===== src/rtl/bffa_pkg.sv =====
`timescale 1ns / 1ps

package bffa_pkg;

  // map geometry
  localparam int MAP_BYTES     = 16;
  localparam int BITS_PER_BYTE = 8;
  localparam int CAPACITY      = MAP_BYTES * BITS_PER_BYTE;

  // the map is held as words of up to four bytes, scanned one word per read
  localparam int WORD_BYTES = (MAP_BYTES % 4 == 0) ? 4 : ((MAP_BYTES % 2 == 0) ? 2 : 1);
  localparam int WORD_BITS  = WORD_BYTES * BITS_PER_BYTE;
  localparam int NUM_WORDS  = MAP_BYTES / WORD_BYTES;
  localparam int OFF_W      = $clog2(WORD_BITS);
  localparam int WIDX_W     = (NUM_WORDS > 1) ? $clog2(NUM_WORDS) : 1;
  localparam int IDX_W      = $clog2(CAPACITY);
  localparam int CNT_W      = $clog2(CAPACITY + 1);

  // field widths
  localparam int FUNC_W   = 2;
  localparam int UNIT_W   = 8;
  localparam int STATUS_W = 2;

  typedef enum logic [FUNC_W-1:0] {
    FN_ALLOC   = 2'd0,
    FN_MARK    = 2'd1,
    FN_RELEASE = 2'd2,
    FN_TEST    = 2'd3
  } func_e;

  typedef enum logic [STATUS_W-1:0] {
    ST_OK        = 2'd0,
    ST_FULL      = 2'd1,
    ST_NOT_FOUND = 2'd2
  } status_e;

  // controller to datapath
  typedef struct packed {
    logic latch_req;
    logic rd_en;
    logic next_word;
    logic commit;
    logic load_out;
  } cmd_t;

  // datapath to controller
  typedef struct packed {
    logic is_alloc;
    logic full;
    logic found;
    logic last_word;
    logic out_busy;
  } sts_t;

endpackage


===== src/rtl/bitmap_first_free_allocator_top.sv =====
`timescale 1ns / 1ps

// bitmap first-fit unit allocator
//
// input channel: in_valid_i / in_stall_o carry one request item, func_i
// (allocate, mark, release, test) and unit_number_i (1-based, ignored for
// allocate). an item is taken when in_valid_i is high and in_stall_o low.
// output channel: out_valid_o / out_stall_i carry one result item per
// request: allocated_number_o, bit_value_o, status_o and free_units_o.
//
// timing: after accept the sequencer steps through read, evaluate and done;
// the result moves from done into the output register. allocate reads one
// 32-bit map word per read / evaluate pass and stops at the first word with
// a clear bit, at the last word, or at once when the counter is zero. one
// item is in flight at a time; in_stall_o is high from accept until the
// result moves into the output register.
//
// reset: the map clears to all free and the counter loads the capacity
// in the same cycle, no clearing pass. while the receiver stalls, the
// result holds in the output register; a finished next item waits
// internally until that register is taken.

module bitmap_first_free_allocator_top (
  input  logic                          clk_i,
  input  logic                          rst_ni,
  input  logic                          in_valid_i,
  output logic                          in_stall_o,
  input  logic [bffa_pkg::FUNC_W-1:0]   func_i,
  input  logic [bffa_pkg::UNIT_W-1:0]   unit_number_i,
  output logic                          out_valid_o,
  input  logic                          out_stall_i,
  output logic [bffa_pkg::UNIT_W-1:0]   allocated_number_o,
  output logic                          bit_value_o,
  output logic [bffa_pkg::STATUS_W-1:0] status_o,
  output logic [bffa_pkg::UNIT_W-1:0]   free_units_o
);

  bffa_pkg::cmd_t cmd;
  bffa_pkg::sts_t sts;

  // sequencer: accept, read word, evaluate, hand off result
  bffa_ctrl u_ctrl (
    .clk_i      (clk_i),
    .rst_ni     (rst_ni),
    .in_valid_i (in_valid_i),
    .in_stall_o (in_stall_o),
    .sts_i      (sts),
    .cmd_o      (cmd)
  );

  // map words, free counter, scan and output register
  bffa_datapath u_datapath (
    .clk_i              (clk_i),
    .rst_ni             (rst_ni),
    .cmd_i              (cmd),
    .sts_o              (sts),
    .func_i             (func_i),
    .unit_number_i      (unit_number_i),
    .out_stall_i        (out_stall_i),
    .out_valid_o        (out_valid_o),
    .allocated_number_o (allocated_number_o),
    .bit_value_o        (bit_value_o),
    .status_o           (status_o),
    .free_units_o       (free_units_o)
  );

  // one item at a time: no second accept right after an accept
  a_single_item: assert property (@(posedge clk_i) disable iff (!rst_ni)
    (in_valid_i && !in_stall_o) |=> in_stall_o)
    else $error("input accepted while an item is in flight");

  // a result never overwrites one that the receiver is still holding off
  a_no_overwrite: assert property (@(posedge clk_i) disable iff (!rst_ni)
    cmd.load_out |-> !(out_valid_o && out_stall_i))
    else $error("pending result overwritten");

  // a full report gives no unit and a zero counter
  a_full_result: assert property (@(posedge clk_i) disable iff (!rst_ni)
    (out_valid_o && status_o == bffa_pkg::ST_FULL) |->
      (allocated_number_o == '0 && free_units_o == '0 && !bit_value_o))
    else $error("full result inconsistent");

  // the counter never passes the capacity
  a_free_bound: assert property (@(posedge clk_i) disable iff (!rst_ni)
    out_valid_o |-> (int'(free_units_o) <= bffa_pkg::CAPACITY))
    else $error("free count above capacity");

endmodule


===== src/rtl/bffa_ctrl.sv =====
`timescale 1ns / 1ps

module bffa_ctrl (
  input  logic            clk_i,
  input  logic            rst_ni,
  input  logic            in_valid_i,
  output logic            in_stall_o,
  input  bffa_pkg::sts_t  sts_i,
  output bffa_pkg::cmd_t  cmd_o
);

  typedef enum logic [1:0] {
    S_IDLE,
    S_READ,
    S_EVAL,
    S_DONE
  } state_e;

  state_e state_q, state_d;

  always_comb begin
    state_d = state_q;
    cmd_o   = '0;
    case (state_q)
      S_IDLE: begin
        if (in_valid_i) begin
          cmd_o.latch_req = 1'b1;
          state_d         = S_READ;
        end
      end
      S_READ: begin
        cmd_o.rd_en = 1'b1;
        state_d     = S_EVAL;
      end
      S_EVAL: begin
        // keep scanning while an allocate with a nonzero counter has not found a clear bit and words remain
        if (sts_i.is_alloc && !sts_i.full && !sts_i.found && !sts_i.last_word) begin
          cmd_o.next_word = 1'b1;
          state_d         = S_READ;
        end else begin
          cmd_o.commit = 1'b1;
          state_d      = S_DONE;
        end
      end
      S_DONE: begin
        if (!sts_i.out_busy) begin
          cmd_o.load_out = 1'b1;
          state_d        = S_IDLE;
        end
      end
      default: begin
        state_d = S_IDLE;
      end
    endcase
  end

  assign in_stall_o = (state_q != S_IDLE);

  always_ff @(posedge clk_i or negedge rst_ni) begin
    if (!rst_ni) begin
      state_q <= S_IDLE;
    end else begin
      state_q <= state_d;
    end
  end

endmodule


===== src/rtl/bffa_datapath.sv =====
`timescale 1ns / 1ps

module bffa_datapath (
  input  logic                          clk_i,
  input  logic                          rst_ni,
  input  bffa_pkg::cmd_t                cmd_i,
  output bffa_pkg::sts_t                sts_o,
  input  logic [bffa_pkg::FUNC_W-1:0]   func_i,
  input  logic [bffa_pkg::UNIT_W-1:0]   unit_number_i,
  input  logic                          out_stall_i,
  output logic                          out_valid_o,
  output logic [bffa_pkg::UNIT_W-1:0]   allocated_number_o,
  output logic                          bit_value_o,
  output logic [bffa_pkg::STATUS_W-1:0] status_o,
  output logic [bffa_pkg::UNIT_W-1:0]   free_units_o
);

  localparam int IDX_W  = bffa_pkg::IDX_W;
  localparam int OFF_W  = bffa_pkg::OFF_W;
  localparam int WIDX_W = bffa_pkg::WIDX_W;
  localparam int CNT_W  = bffa_pkg::CNT_W;
  localparam int UNIT_W = bffa_pkg::UNIT_W;
  localparam int WBITS  = bffa_pkg::WORD_BITS;

  // allocation map and free counter
  logic [WBITS-1:0] map_q [bffa_pkg::NUM_WORDS];
  logic [CNT_W-1:0] free_q;

  // request and scan registers
  logic [bffa_pkg::FUNC_W-1:0] func_q;
  logic [UNIT_W-1:0]           unit_q;
  logic [WIDX_W-1:0]           widx_q;
  logic [WBITS-1:0]            rd_q;

  // pending result
  logic [UNIT_W-1:0]             res_num_q;
  logic                          res_bit_q;
  logic [bffa_pkg::STATUS_W-1:0] res_status_q;

  logic                          out_valid_q;
  logic [UNIT_W-1:0]             out_num_q;
  logic                          out_bit_q;
  logic [bffa_pkg::STATUS_W-1:0] out_status_q;
  logic [UNIT_W-1:0]             out_free_q;

  // word index of an incoming unit number
  logic              in_range_new;
  logic [IDX_W-1:0]  bidx_new;
  logic [WIDX_W-1:0] widx_new;

  assign in_range_new = (unit_number_i != '0) && (int'(unit_number_i) <= bffa_pkg::CAPACITY);
  assign bidx_new     = IDX_W'(unit_number_i - UNIT_W'(1));
  assign widx_new     = in_range_new ? WIDX_W'(bidx_new >> OFF_W) : '0;

  // latched request decode
  logic             in_range;
  logic [IDX_W-1:0] bidx;
  logic [OFF_W-1:0] boff;
  logic [WBITS-1:0] bmask;

  assign in_range = (unit_q != '0) && (int'(unit_q) <= bffa_pkg::CAPACITY);
  assign bidx     = IDX_W'(unit_q - UNIT_W'(1));
  assign boff     = bidx[OFF_W-1:0];
  assign bmask    = WBITS'(1) << boff;

  // lowest clear bit of the word just read
  logic             found;
  logic [OFF_W-1:0] pos;

  always_comb begin
    found = 1'b0;
    pos   = '0;
    for (int i = WBITS - 1; i >= 0; i--) begin
      if (!rd_q[i]) begin
        found = 1'b1;
        pos   = OFF_W'(i);
      end
    end
  end

  logic             full;
  logic [IDX_W:0]   alloc_idx;
  logic [CNT_W-1:0] free_dec;
  logic [CNT_W-1:0] free_inc;

  assign full      = (free_q == '0);
  assign alloc_idx = ((IDX_W + 1)'(widx_q) << OFF_W) + (IDX_W + 1)'(pos) + (IDX_W + 1)'(1);
  assign free_dec  = full ? free_q : free_q - CNT_W'(1);
  assign free_inc  = (free_q == CNT_W'(bffa_pkg::CAPACITY)) ? free_q : free_q + CNT_W'(1);

  assign sts_o.is_alloc  = (func_q == bffa_pkg::FN_ALLOC);
  assign sts_o.full      = full;
  assign sts_o.found     = found;
  assign sts_o.last_word = (widx_q == WIDX_W'(bffa_pkg::NUM_WORDS - 1));
  assign sts_o.out_busy  = out_valid_q && out_stall_i;

  // map and counter state
  always_ff @(posedge clk_i or negedge rst_ni) begin
    if (!rst_ni) begin
      for (int w = 0; w < bffa_pkg::NUM_WORDS; w++) begin
        map_q[w] <= '0;
      end
      free_q <= CNT_W'(bffa_pkg::CAPACITY);
    end else if (cmd_i.commit) begin
      case (func_q)
        bffa_pkg::FN_ALLOC: begin
          if (!full && found) begin
            map_q[widx_q] <= rd_q | (WBITS'(1) << pos);
            free_q        <= free_dec;
          end
        end
        bffa_pkg::FN_MARK: begin
          if (in_range) begin
            map_q[widx_q] <= rd_q | bmask;
            free_q        <= free_dec;
          end
        end
        bffa_pkg::FN_RELEASE: begin
          if (in_range) begin
            map_q[widx_q] <= rd_q & ~bmask;
            free_q        <= free_inc;
          end
        end
        default: begin
        end
      endcase
    end
  end

  // request, read word and result payload
  always_ff @(posedge clk_i) begin
    if (cmd_i.latch_req) begin
      func_q <= func_i;
      unit_q <= unit_number_i;
      widx_q <= (func_i == bffa_pkg::FN_ALLOC) ? '0 : widx_new;
    end else if (cmd_i.next_word) begin
      widx_q <= widx_q + WIDX_W'(1);
    end
    if (cmd_i.rd_en) begin
      rd_q <= map_q[widx_q];
    end
    if (cmd_i.commit) begin
      res_num_q    <= '0;
      res_bit_q    <= 1'b0;
      res_status_q <= bffa_pkg::ST_OK;
      case (func_q)
        bffa_pkg::FN_ALLOC: begin
          if (full) begin
            res_status_q <= bffa_pkg::ST_FULL;
          end else if (found) begin
            res_num_q <= UNIT_W'(alloc_idx);
            res_bit_q <= 1'b1;
          end else begin
            res_status_q <= bffa_pkg::ST_NOT_FOUND;
          end
        end
        bffa_pkg::FN_MARK: begin
          res_bit_q <= in_range;
        end
        bffa_pkg::FN_RELEASE: begin
          res_bit_q <= 1'b0;
        end
        default: begin
          res_bit_q <= in_range && rd_q[boff];
        end
      endcase
    end
    if (cmd_i.load_out) begin
      out_num_q    <= res_num_q;
      out_bit_q    <= res_bit_q;
      out_status_q <= res_status_q;
      out_free_q   <= UNIT_W'(free_q);
    end
  end

  // output register valid
  always_ff @(posedge clk_i or negedge rst_ni) begin
    if (!rst_ni) begin
      out_valid_q <= 1'b0;
    end else if (cmd_i.load_out) begin
      out_valid_q <= 1'b1;
    end else if (!out_stall_i) begin
      out_valid_q <= 1'b0;
    end
  end

  assign out_valid_o        = out_valid_q;
  assign allocated_number_o = out_num_q;
  assign bit_value_o        = out_bit_q;
  assign status_o           = out_status_q;
  assign free_units_o       = out_free_q;

endmodule


===== config.mk =====
export PLATFORM = sky130hd
export DESIGN_NAME = bitmap_first_free_allocator_top
export DESIGN_NICKNAME = d
export VERILOG_FILES = /design/src/rtl/bffa_pkg.sv /design/src/rtl/bitmap_first_free_allocator_top.sv /design/src/rtl/bffa_ctrl.sv /design/src/rtl/bffa_datapath.sv
export SDC_FILE = /design/constraint.sdc
export NUM_CORES = 1
export LEC_CHECK = 0
export ABC_AREA = 1
export BUFFER_PORTS_ARGS = -buffer_cell sky130_fd_sc_hd__buf_2
export CORE_MARGIN = 4
export CORE_UTILIZATION = 45
export DETAILED_ROUTE_END_ITERATION = 12
export PLACE_DENSITY_LB_ADDON = 0.1
export SYNTH_ARGS = -nofsm -noshare
export SYNTH_HDL_FRONTEND = slang
export SYNTH_SLANG_ARGS = --single-unit

===== constraint.sdc =====
create_clock -name clk_i -period 8.4 [get_ports clk_i]
set_clock_uncertainty 0.05 [all_clocks]
set_input_delay 0.84 -clock clk_i [delete_from_list [all_inputs] [get_ports clk_i]]
set_output_delay 0.84 -clock clk_i [all_outputs]
set_load 0.01 [all_outputs]

==> results of run 1 <==
cells in the final DEF (no fill, tap or decap), drive strengths merged, types with 2 or more instances in the layout:
master and count:
clkbuf 34, o311ai 4, clkinv 9, nor2 215, ha 26, nand4 35, inv 94, a21oi 169
dfrtp 138, nor3 12, nor4 4, a31oi 108, o21ai 412, o31ai 2, o21bai 2, nand2 252
o211ai 111, xor2 7, or4 2, nand3 25, buf 65, xnor2 4, edfxtp 74, bufinv 6
o22ai 33, a211oi 2, o22a 16
power breakdown:
| group | internal, mW | switching [mW] | leakage, nW |
|---|---|---|---|
| Combinational | 0.793 | 1.69 | 2.97 |
| Clock | 0.782 | 0.487 | 0.455 |
| Sequential | 1.64 | 0.486 | 2.33 |
layout make-up:
type                       instances  area [um^2]  area share [%]
inverter                          96        360.3           2.320
multi-input combinational       1447         7616           49.04
timing repair buffer              65        409.1           2.635
clock inverter                    14        227.7           1.466
sequential                       213         5702           36.71
tap                              402        503.0           3.239
clock buffer                      34        711.9           4.584
metrics by stage:
| stage | power (mW) | area [um^2] | hold slack (ns) | utilization, % | worst slack (ns) |
|---|---|---|---|---|---|
| global route | 6.271 | 15530 | 0.3568 | 49.21 | 3.636 |
| CTS | 5.824 | 15530 | 0.3485 | 49.21 | 4.047 |
| floorplan | 3.751 | 14380 | 0.3503 | - | 5.131 |
| global placement | 4.514 | 14590 | 0.3517 | 46.24 | 4.255 |
| detailed placement | 4.555 | 14590 | 0.3545 | 46.24 | 4.081 |
| finish | 5.882 | 15530 | 0.2923 | 49.21 | 3.956 |
per-layer routing:
layer / global-route usage (%) / vias to the layer above / wire (um)
li1: - / 6786 / -
met1: 41.18 / 7033 / 22580
met2: 45.93 / 791 / 23630
met3: 4.545 / 147 / 4685
met4: 10.41 / 0 / 1994
met5: 0 / - / 0
worst min path at each step:
| stage | from | end | slack (ns) | depth (start not counted) |
|---|---|---|---|---|
| 6_report | rst_ni | u_ctrl.state_q[1] | 0.29 | 1 |
| 5_1_grt | rst_ni | u_ctrl.state_q[1] | 0.36 | 1 |
| 4_1_cts | rst_ni | u_ctrl.state_q[1] | 0.35 | 1 |
| 3_5_place_dp | u_datapath.res_status_q[1] | u_datapath.status_o[1] | 0.35 | 0 |
| 3_3_place_gp | u_datapath.res_status_q[1] | u_datapath.status_o[1] | 0.35 | 0 |
| 2_1_floorplan | u_datapath.res_num_q[0] | u_datapath.allocated_number_o[0] | 0.35 | 0 |
cells by family (layout without fill, tap and decap cells):
family / after synthesis / count (layout) / share of synthesized area, %
AND/OR/NAND/NOR: 547 / 547 / 15.44
AO/OA/AOI/OAI: 862 / 862 / 34.11
XOR/XNOR: 11 / 11 / 0.6698
buffers and inverters: 282 / 209 / 7.742
adder cells (fa/ha/maj): 27 / 27 / 2.401
flip-flops: 213 / 213 / 39.64
==> results.tsv, run 1 <==
stage	metric	value	unit
finish	post-route non-filler standard cell count	2271	
clock_tree	CTS-repair resized insts	0	
timing	Final Setup Violations	0	
critical_path	slack of the worst reg-to-reg path	3.96	ns
logic_synthesis	Synth top cells by count	sky130_fd_sc_hd__o21ai_0 (407), sky130_fd_sc_hd__nand2_1 (252), sky130_fd_sc_hd__nor2_1 (215)	
clock_tree	CTS buffer count	26	
flow_run	max-cap viol count	0	
critical_path	critical path startpoint	u_datapath.unit_q[0]	
clock_tree	sinks on the clock net	213	
global_routing	global-route total usage across every layer	29.21	%
outcome	run status	finished, final reports clean	
finish	share of cells above drive strength 1	7.437	%
routing	Antenna Nets Post-Route	0	
clock_tree	Post-CTS Repair Setup Buffers	0	
clock_tree	clock-pin slew on the worst setup and hold paths	0.07	ns
die	Die ar.	0.03489	mm^2
finish	diodes inserted	0	
routing	post-detailed-route DRC marker count	0	
timing	final number of max-transition violations	0	
critical_path	CP max stage delay	0.72	ns
clock_tree	clock tree from TritonCTS	yes	
die	cell row count	65	
clock_tree	clock insertion delay at the later pin of the skew report	0.56	ns
clock_tree	number of buffers between clock root and the deepest sink	3	
timing	setup tns final	0	ns
logic_synthesis	EDFF count, synth	74	
logic_synthesis	number of synthesized register bits	213	
timing	total count of hold-check failures in the final report	0	
critical_path	cell with the largest stage delay on the worst path	sky130_fd_sc_hd__edfxtp_1	
global_routing	total congestion overflow	0	
critical_path	required time at the endpoint of the critical path	8.78	ns
clock_tree	depth of the CTS H-tree	1	
timing	maximum frequency from static timing analysis	225.0	MHz
logic_synthesis	cell types occupying the most area after synthesis	sky130_fd_sc_hd__dfrtp_1 (24%), sky130_fd_sc_hd__edfxtp_1 (15%), sky130_fd_sc_hd__o21ai_0 (14%)	
critical_path	Top Family by Delay on Critical Path	compound AO/OA/AOI/OAI gates	
critical_path	critical path class	register to register	
logic_synthesis	Yosys Warn Count	0	
logic_synthesis	largest area contributor in the netlist	sky130_fd_sc_hd__dfrtp_1	
logic_synthesis	leading register cell type out of synthesis	sky130_fd_sc_hd__dfrtp_1	
critical_path	number of buffers and inverters on the critical path	3	
critical_path	R2R cell count	12	
timing	minimum clock period after layout	4.444	ns
finish	Post-layout nets	1890	
power	IR Drop Worst-Case VDD	192.6	uV
critical_path	worst-path cell chain	inv_2 > ha_1 > nand3_1 > or4_1 > xor2_1 > o21ai_2 > a2111oi_4 > o21ai_2 > inv_2 > buf_4 > o21ai_0 > o22a_1	
clock_tree	clock tree root driver cell	sky130_fd_sc_hd__clkbuf_16	
global_routing	wire length of the first global-routing pass	82.03	mm
global_routing	number of antenna violations at the first check in global routing	0	
critical_path	startpoint types	register	
critical_path	data arrival time of the worst path	4.83	ns
logic_synthesis	Synth cell types	39	
timing	remaining max-slew budget at the tightest pin	22.22	%
die	die extent in x	186.8	um
die	floorplan die height	186.8	um
critical_path	reg-to-reg startpoint	u_datapath.unit_q[0]	
timing	fin crit share	52.91	%
logic_synthesis	Async S/R FF share, synth	65.26	%
logic_synthesis	sequential element share of the synthesized area	39.64	%
clock_tree	CTS hold repair buffers	0	
finish	P&R area growth vs syn	7.968	%
routing	total via count in the routed design	14757	
global_routing	number of global-route vias before repair	13882	
routing	drt pass-1 iters	7	
worst_hold_path	min-delay worst type	input port to async pin	
logic_synthesis	most common cell in the synthesized netlist	sky130_fd_sc_hd__o21ai_0	
logic_synthesis	area fraction of the dominant cell type after synthesis	24.01	%
placed_design	number of buffer cells added on primary ports	34	
placed_design	routability congestion estimate	0.9340	
logic_synthesis	Avg Inst Size Synth	7.407	um^2
timing	slew at the pin closest to its max-slew limit	1.165	ns
logic_synthesis	net count of the mapped netlist	1983	
critical_path	Crit path depth	12	
power	Pwr per Cell Area	378.8	mW/mm^2
routing	number of DRC markers in iteration 0	1678	
routing	per-cell via count in the routed design	6.498	
critical_path	CP Max Fanout	48	
critical_path	endpoint type of the worst setup path	register	
logic_synthesis	Post-Synthesis Cells	1942	
die	Initial Util	45.58	%
routing	final WL	52.90	mm
global_routing	pin count of the biggest net entering global routing	100	
finish	Fill cells	3125	
placed_design	number of instances in the placed design	2223	
die	I/O pin count	35	
timing	setup repair after global routing missed its margin	false	
placed_design	Final HPWL DP	31.46	mm
logic_synthesis	Post-Syn Area	0.01438	mm^2
die	Core Area	0.03156	mm^2
power	leakage power figure	5.755	nW
routing	routed wire length per instance	23.29	um
Note: power is estimated with default switching activity, not from simulation.
==> inputs of run 2 (changes only) <==
==> constraint.sdc (replaced) <==
create_clock -name clk_i -period 3.61 [get_ports clk_i]
set_clock_uncertainty 0.05 [all_clocks]
set_input_delay 0.361 -clock clk_i [delete_from_list [all_inputs] [get_ports clk_i]]
set_output_delay 0.361 -clock clk_i [all_outputs]
set_load 0.01 [all_outputs]
==> results.tsv, run 2 (same netlist as run 1, synthesis figures left out) <==
stage	metric	value	unit	change
clock_tree	clock tree from TritonCTS	yes		
die	cell row count	65		unchanged
power	total design power	14.64	mW	+150%
power	sequential group share of total power	32.5	%	-3.7 points
clock_tree	sinks on the clock net	213		unchanged
finish	share of cells above drive strength 1	15.38	%	+7.9 points
power	switching component of the power	6.610	mW	+150%
worst_hold_path	worst hold start	in_valid_i		
power	Pwr per Cell Area	868.6	mW/mm^2	+130%
critical_path	CP max stage delay	0.41	ns	-0.31 ns
timing	setup repair after global routing missed its margin	true		
die	I/O pin count	35		unchanged
timing	minimum clock period after layout	3.470	ns	-0.9742 ns
timing	fin crit share	96.12	%	+43 points
clock_tree	clock-pin slew on the worst setup and hold paths	0.06	ns	about the same
finish	most common library cell in the layout ignoring fill and taps	sky130_fd_sc_hd__o21ai_0		
die	Die ar.	0.03489	mm^2	unchanged
routing	drt pass-1 iters	5		-2
placed_design	Final HPWL DP	35.20	mm	+12%
worst_hold_path	hold endpoint	u_ctrl.state_q[0]		
critical_path	reg-to-reg startpoint	u_datapath.rd_q[31]		
timing	remaining max-slew budget at the tightest pin	6.310	%	-16 points
finish	commonest cells after routing, fill and taps aside	sky130_fd_sc_hd__o21ai_0 (372), sky130_fd_sc_hd__nand2_1 (224), sky130_fd_sc_hd__nor2_1 (203)		
worst_hold_path	min-delay worst type	input port to register		
critical_path	R2R cell count	23		+11
critical_path	required time at the endpoint of the critical path	4.03	ns	-4.75 ns
power	IR Drop Worst-Case VDD	455.4	uV	+140%
critical_path	endpoint type of the worst setup path	register		
die	die extent in x	186.8	um	unchanged
critical_path	Top Family by Delay on Critical Path	simple AND/OR/NAND/NOR gates		
power	Switching Share	45.16	%	-0.15 points
placed_design	routability congestion estimate	1.003		+7.3%
timing	maximum frequency from static timing analysis	288.2	MHz	+28%
timing	final number of max-transition violations	0		unchanged
placed_design	number of buffer cells added on primary ports	34		unchanged
critical_path	critical path class	register to register		
clock_tree	depth of the CTS H-tree	1		unchanged
timing	Final Setup Violations	0		unchanged
placed_design	number of instances in the placed design	2313		+4.0%
clock_tree	CTS buffer count	26		unchanged
global_routing	pin count of the biggest net entering global routing	73		-27%
finish	Post-layout nets	1997		+5.7%
routing	per-cell via count in the routed design	6.494		about the same
die	floorplan die height	186.8	um	unchanged
timing	total count of hold-check failures in the final report	0		unchanged
die	Core Area	0.03156	mm^2	unchanged
clock_tree	clock insertion delay at the later pin of the skew report	0.55	ns	about the same
critical_path	worst-path cell chain	buf_4 > buf_4 > nand2_1 > a31oi_1 > o311ai_0 > nand3_1 > nand3_1 > nand3_1 > nand2_1 > nand2_1 > nand2_1 > a21oi_1 > o21bai_1 > nand3_1 > inv_1 > ha_4 > inv_4 > nor2_4 > nand2_4 > o21ai_2 > buf_6 > nand2_2 > a31oi_1		
clock_tree	clock tree root driver cell	sky130_fd_sc_hd__clkbuf_16		
worst_hold_path	Hold Path Cell Cnt	3		
routing	final WL	56.47	mm	+6.8%
power	Internal	8.027	mW	+150%
critical_path	startpoint types	register		
global_routing	number of antenna violations at the first check in global routing	0		unchanged
clock_tree	number of buffers between clock root and the deepest sink	3		unchanged
power	share of power burned in combinational logic	48.4	%	+6.2 points
finish	post-route non-filler standard cell count	2378		+4.7%
timing	slew at the pin closest to its max-slew limit	1.404	ns	+0.2389 ns
die	Initial Util	45.58	%	unchanged
power	Clock power frac	19.1	%	-2.5 points
critical_path	data arrival time of the worst path	3.89	ns	-0.94 ns
outcome	run status	finished, final reports clean		
critical_path	number of buffers and inverters on the critical path	5		+2
global_routing	global-route total usage across every layer	31.14	%	+1.9 points
critical_path	cell with the largest stage delay on the worst path	sky130_fd_sc_hd__edfxtp_1		
routing	Antenna Nets Post-Route	0		unchanged
global_routing	wire length of the first global-routing pass	86.48	mm	+5.4%
finish	diodes inserted	0		unchanged
global_routing	number of global-route vias before repair	14540		+4.7%
critical_path	slack of the worst reg-to-reg path	0.14	ns	-3.82 ns
flow_run	max-cap viol count	0		unchanged
finish	P&R area growth vs syn	17.15	%	
routing	post-detailed-route DRC marker count	0		unchanged
routing	total via count in the routed design	15443		+4.6%
routing	number of DRC markers in iteration 0	2181		+30%
critical_path	CP Max Fanout	4		-92%
routing	routed wire length per instance	23.75	um	+2.0%
global_routing	total congestion overflow	0		unchanged
power	leakage power figure	6.392	nW	+11%
==> run 2: layout make-up <==
| class | instances | area (um^2) |
|---|---|---|
| clock buffer | 39 | 782.0 |
| timing repair buffer | 172 | 1375 |
| inverter | 96 | 369.1 |
| tap | 402 | 503.0 |
| clock inverter | 9 | 123.9 |
| multi-input combinational | 1447 | 7995 |
| sequential | 213 | 5702 |
| fill | 3062 | 14710 |
==> run 2: tightest hold or removal path, delay by kind of cell <==
kind,cells,cell delay (ns)
buffers and inverters,1,0.08
AND/OR/NAND/NOR,2,0.17
==> run 2: per-layer routing <==
layer | up-vias | global-route usage [%] | wire [um]
li1 | 6985 | - | -
met3 | 206 | 6.192 | 5867
met2 | 926 | 49.07 | 24840
met4 | 0 | 12.23 | 2680
met1 | 7326 | 42.42 | 23080
met5 | - | 0.5495 | 0
==> run 2: power by group through the flow <==
stage                     clock network (mW)  logic [mW]  registers (mW)
after floorplan                            0        4.27            4.45
after detailed placement                   0        6.53            4.73
final                                   2.80        7.08            4.75
after global placement                     0        6.42            4.72
after global routing                    2.94        7.74            4.87
after CTS                               2.84        6.56            4.71
==> run 2: how the worst max path moves through the flow <==
stage / slack [ns] / end / cells past startpoint / startpoint
after floorplan: 0.34 / register / 39 / u_datapath.rd_q[30]
after global placement: 0.09 / register / 20 / u_datapath.rd_q[24]
after detailed placement: 0.07 / register / 20 / u_datapath.rd_q[24]
after CTS: 0.02 / register / 39 / u_datapath.rd_q[30]
after global routing: -0.24 / register / 41 / u_datapath.rd_q[31]
final: 0.14 / register / 23 / u_datapath.rd_q[31]
==> run 2: stage by stage <==
step           TNS (ns)  cell area [um^2]  setup slack [ns]  utilization, %  hold slack (ns)
2_1_floorplan         0             14380            0.3409               -          0.01541
3_3_place_gp          0             15350           0.08862           48.65           0.3508
3_5_place_dp          0             15350           0.06834           48.65           0.3545
4_1_cts               0             16380           0.02259           51.90          0.03383
5_1_grt          -19.77             16850           -0.2399           53.40          0.07725
6_report              0             16850            0.1401           53.40          0.05690
==> run 2: what timing repair did <==
action,4_1_cts,5_1_grt
setup endpoints to repair,0,131
endpoints found under the hold margin,81,0
buffers inserted,0,5
hold buffers,12,0
resized for setup,0,147
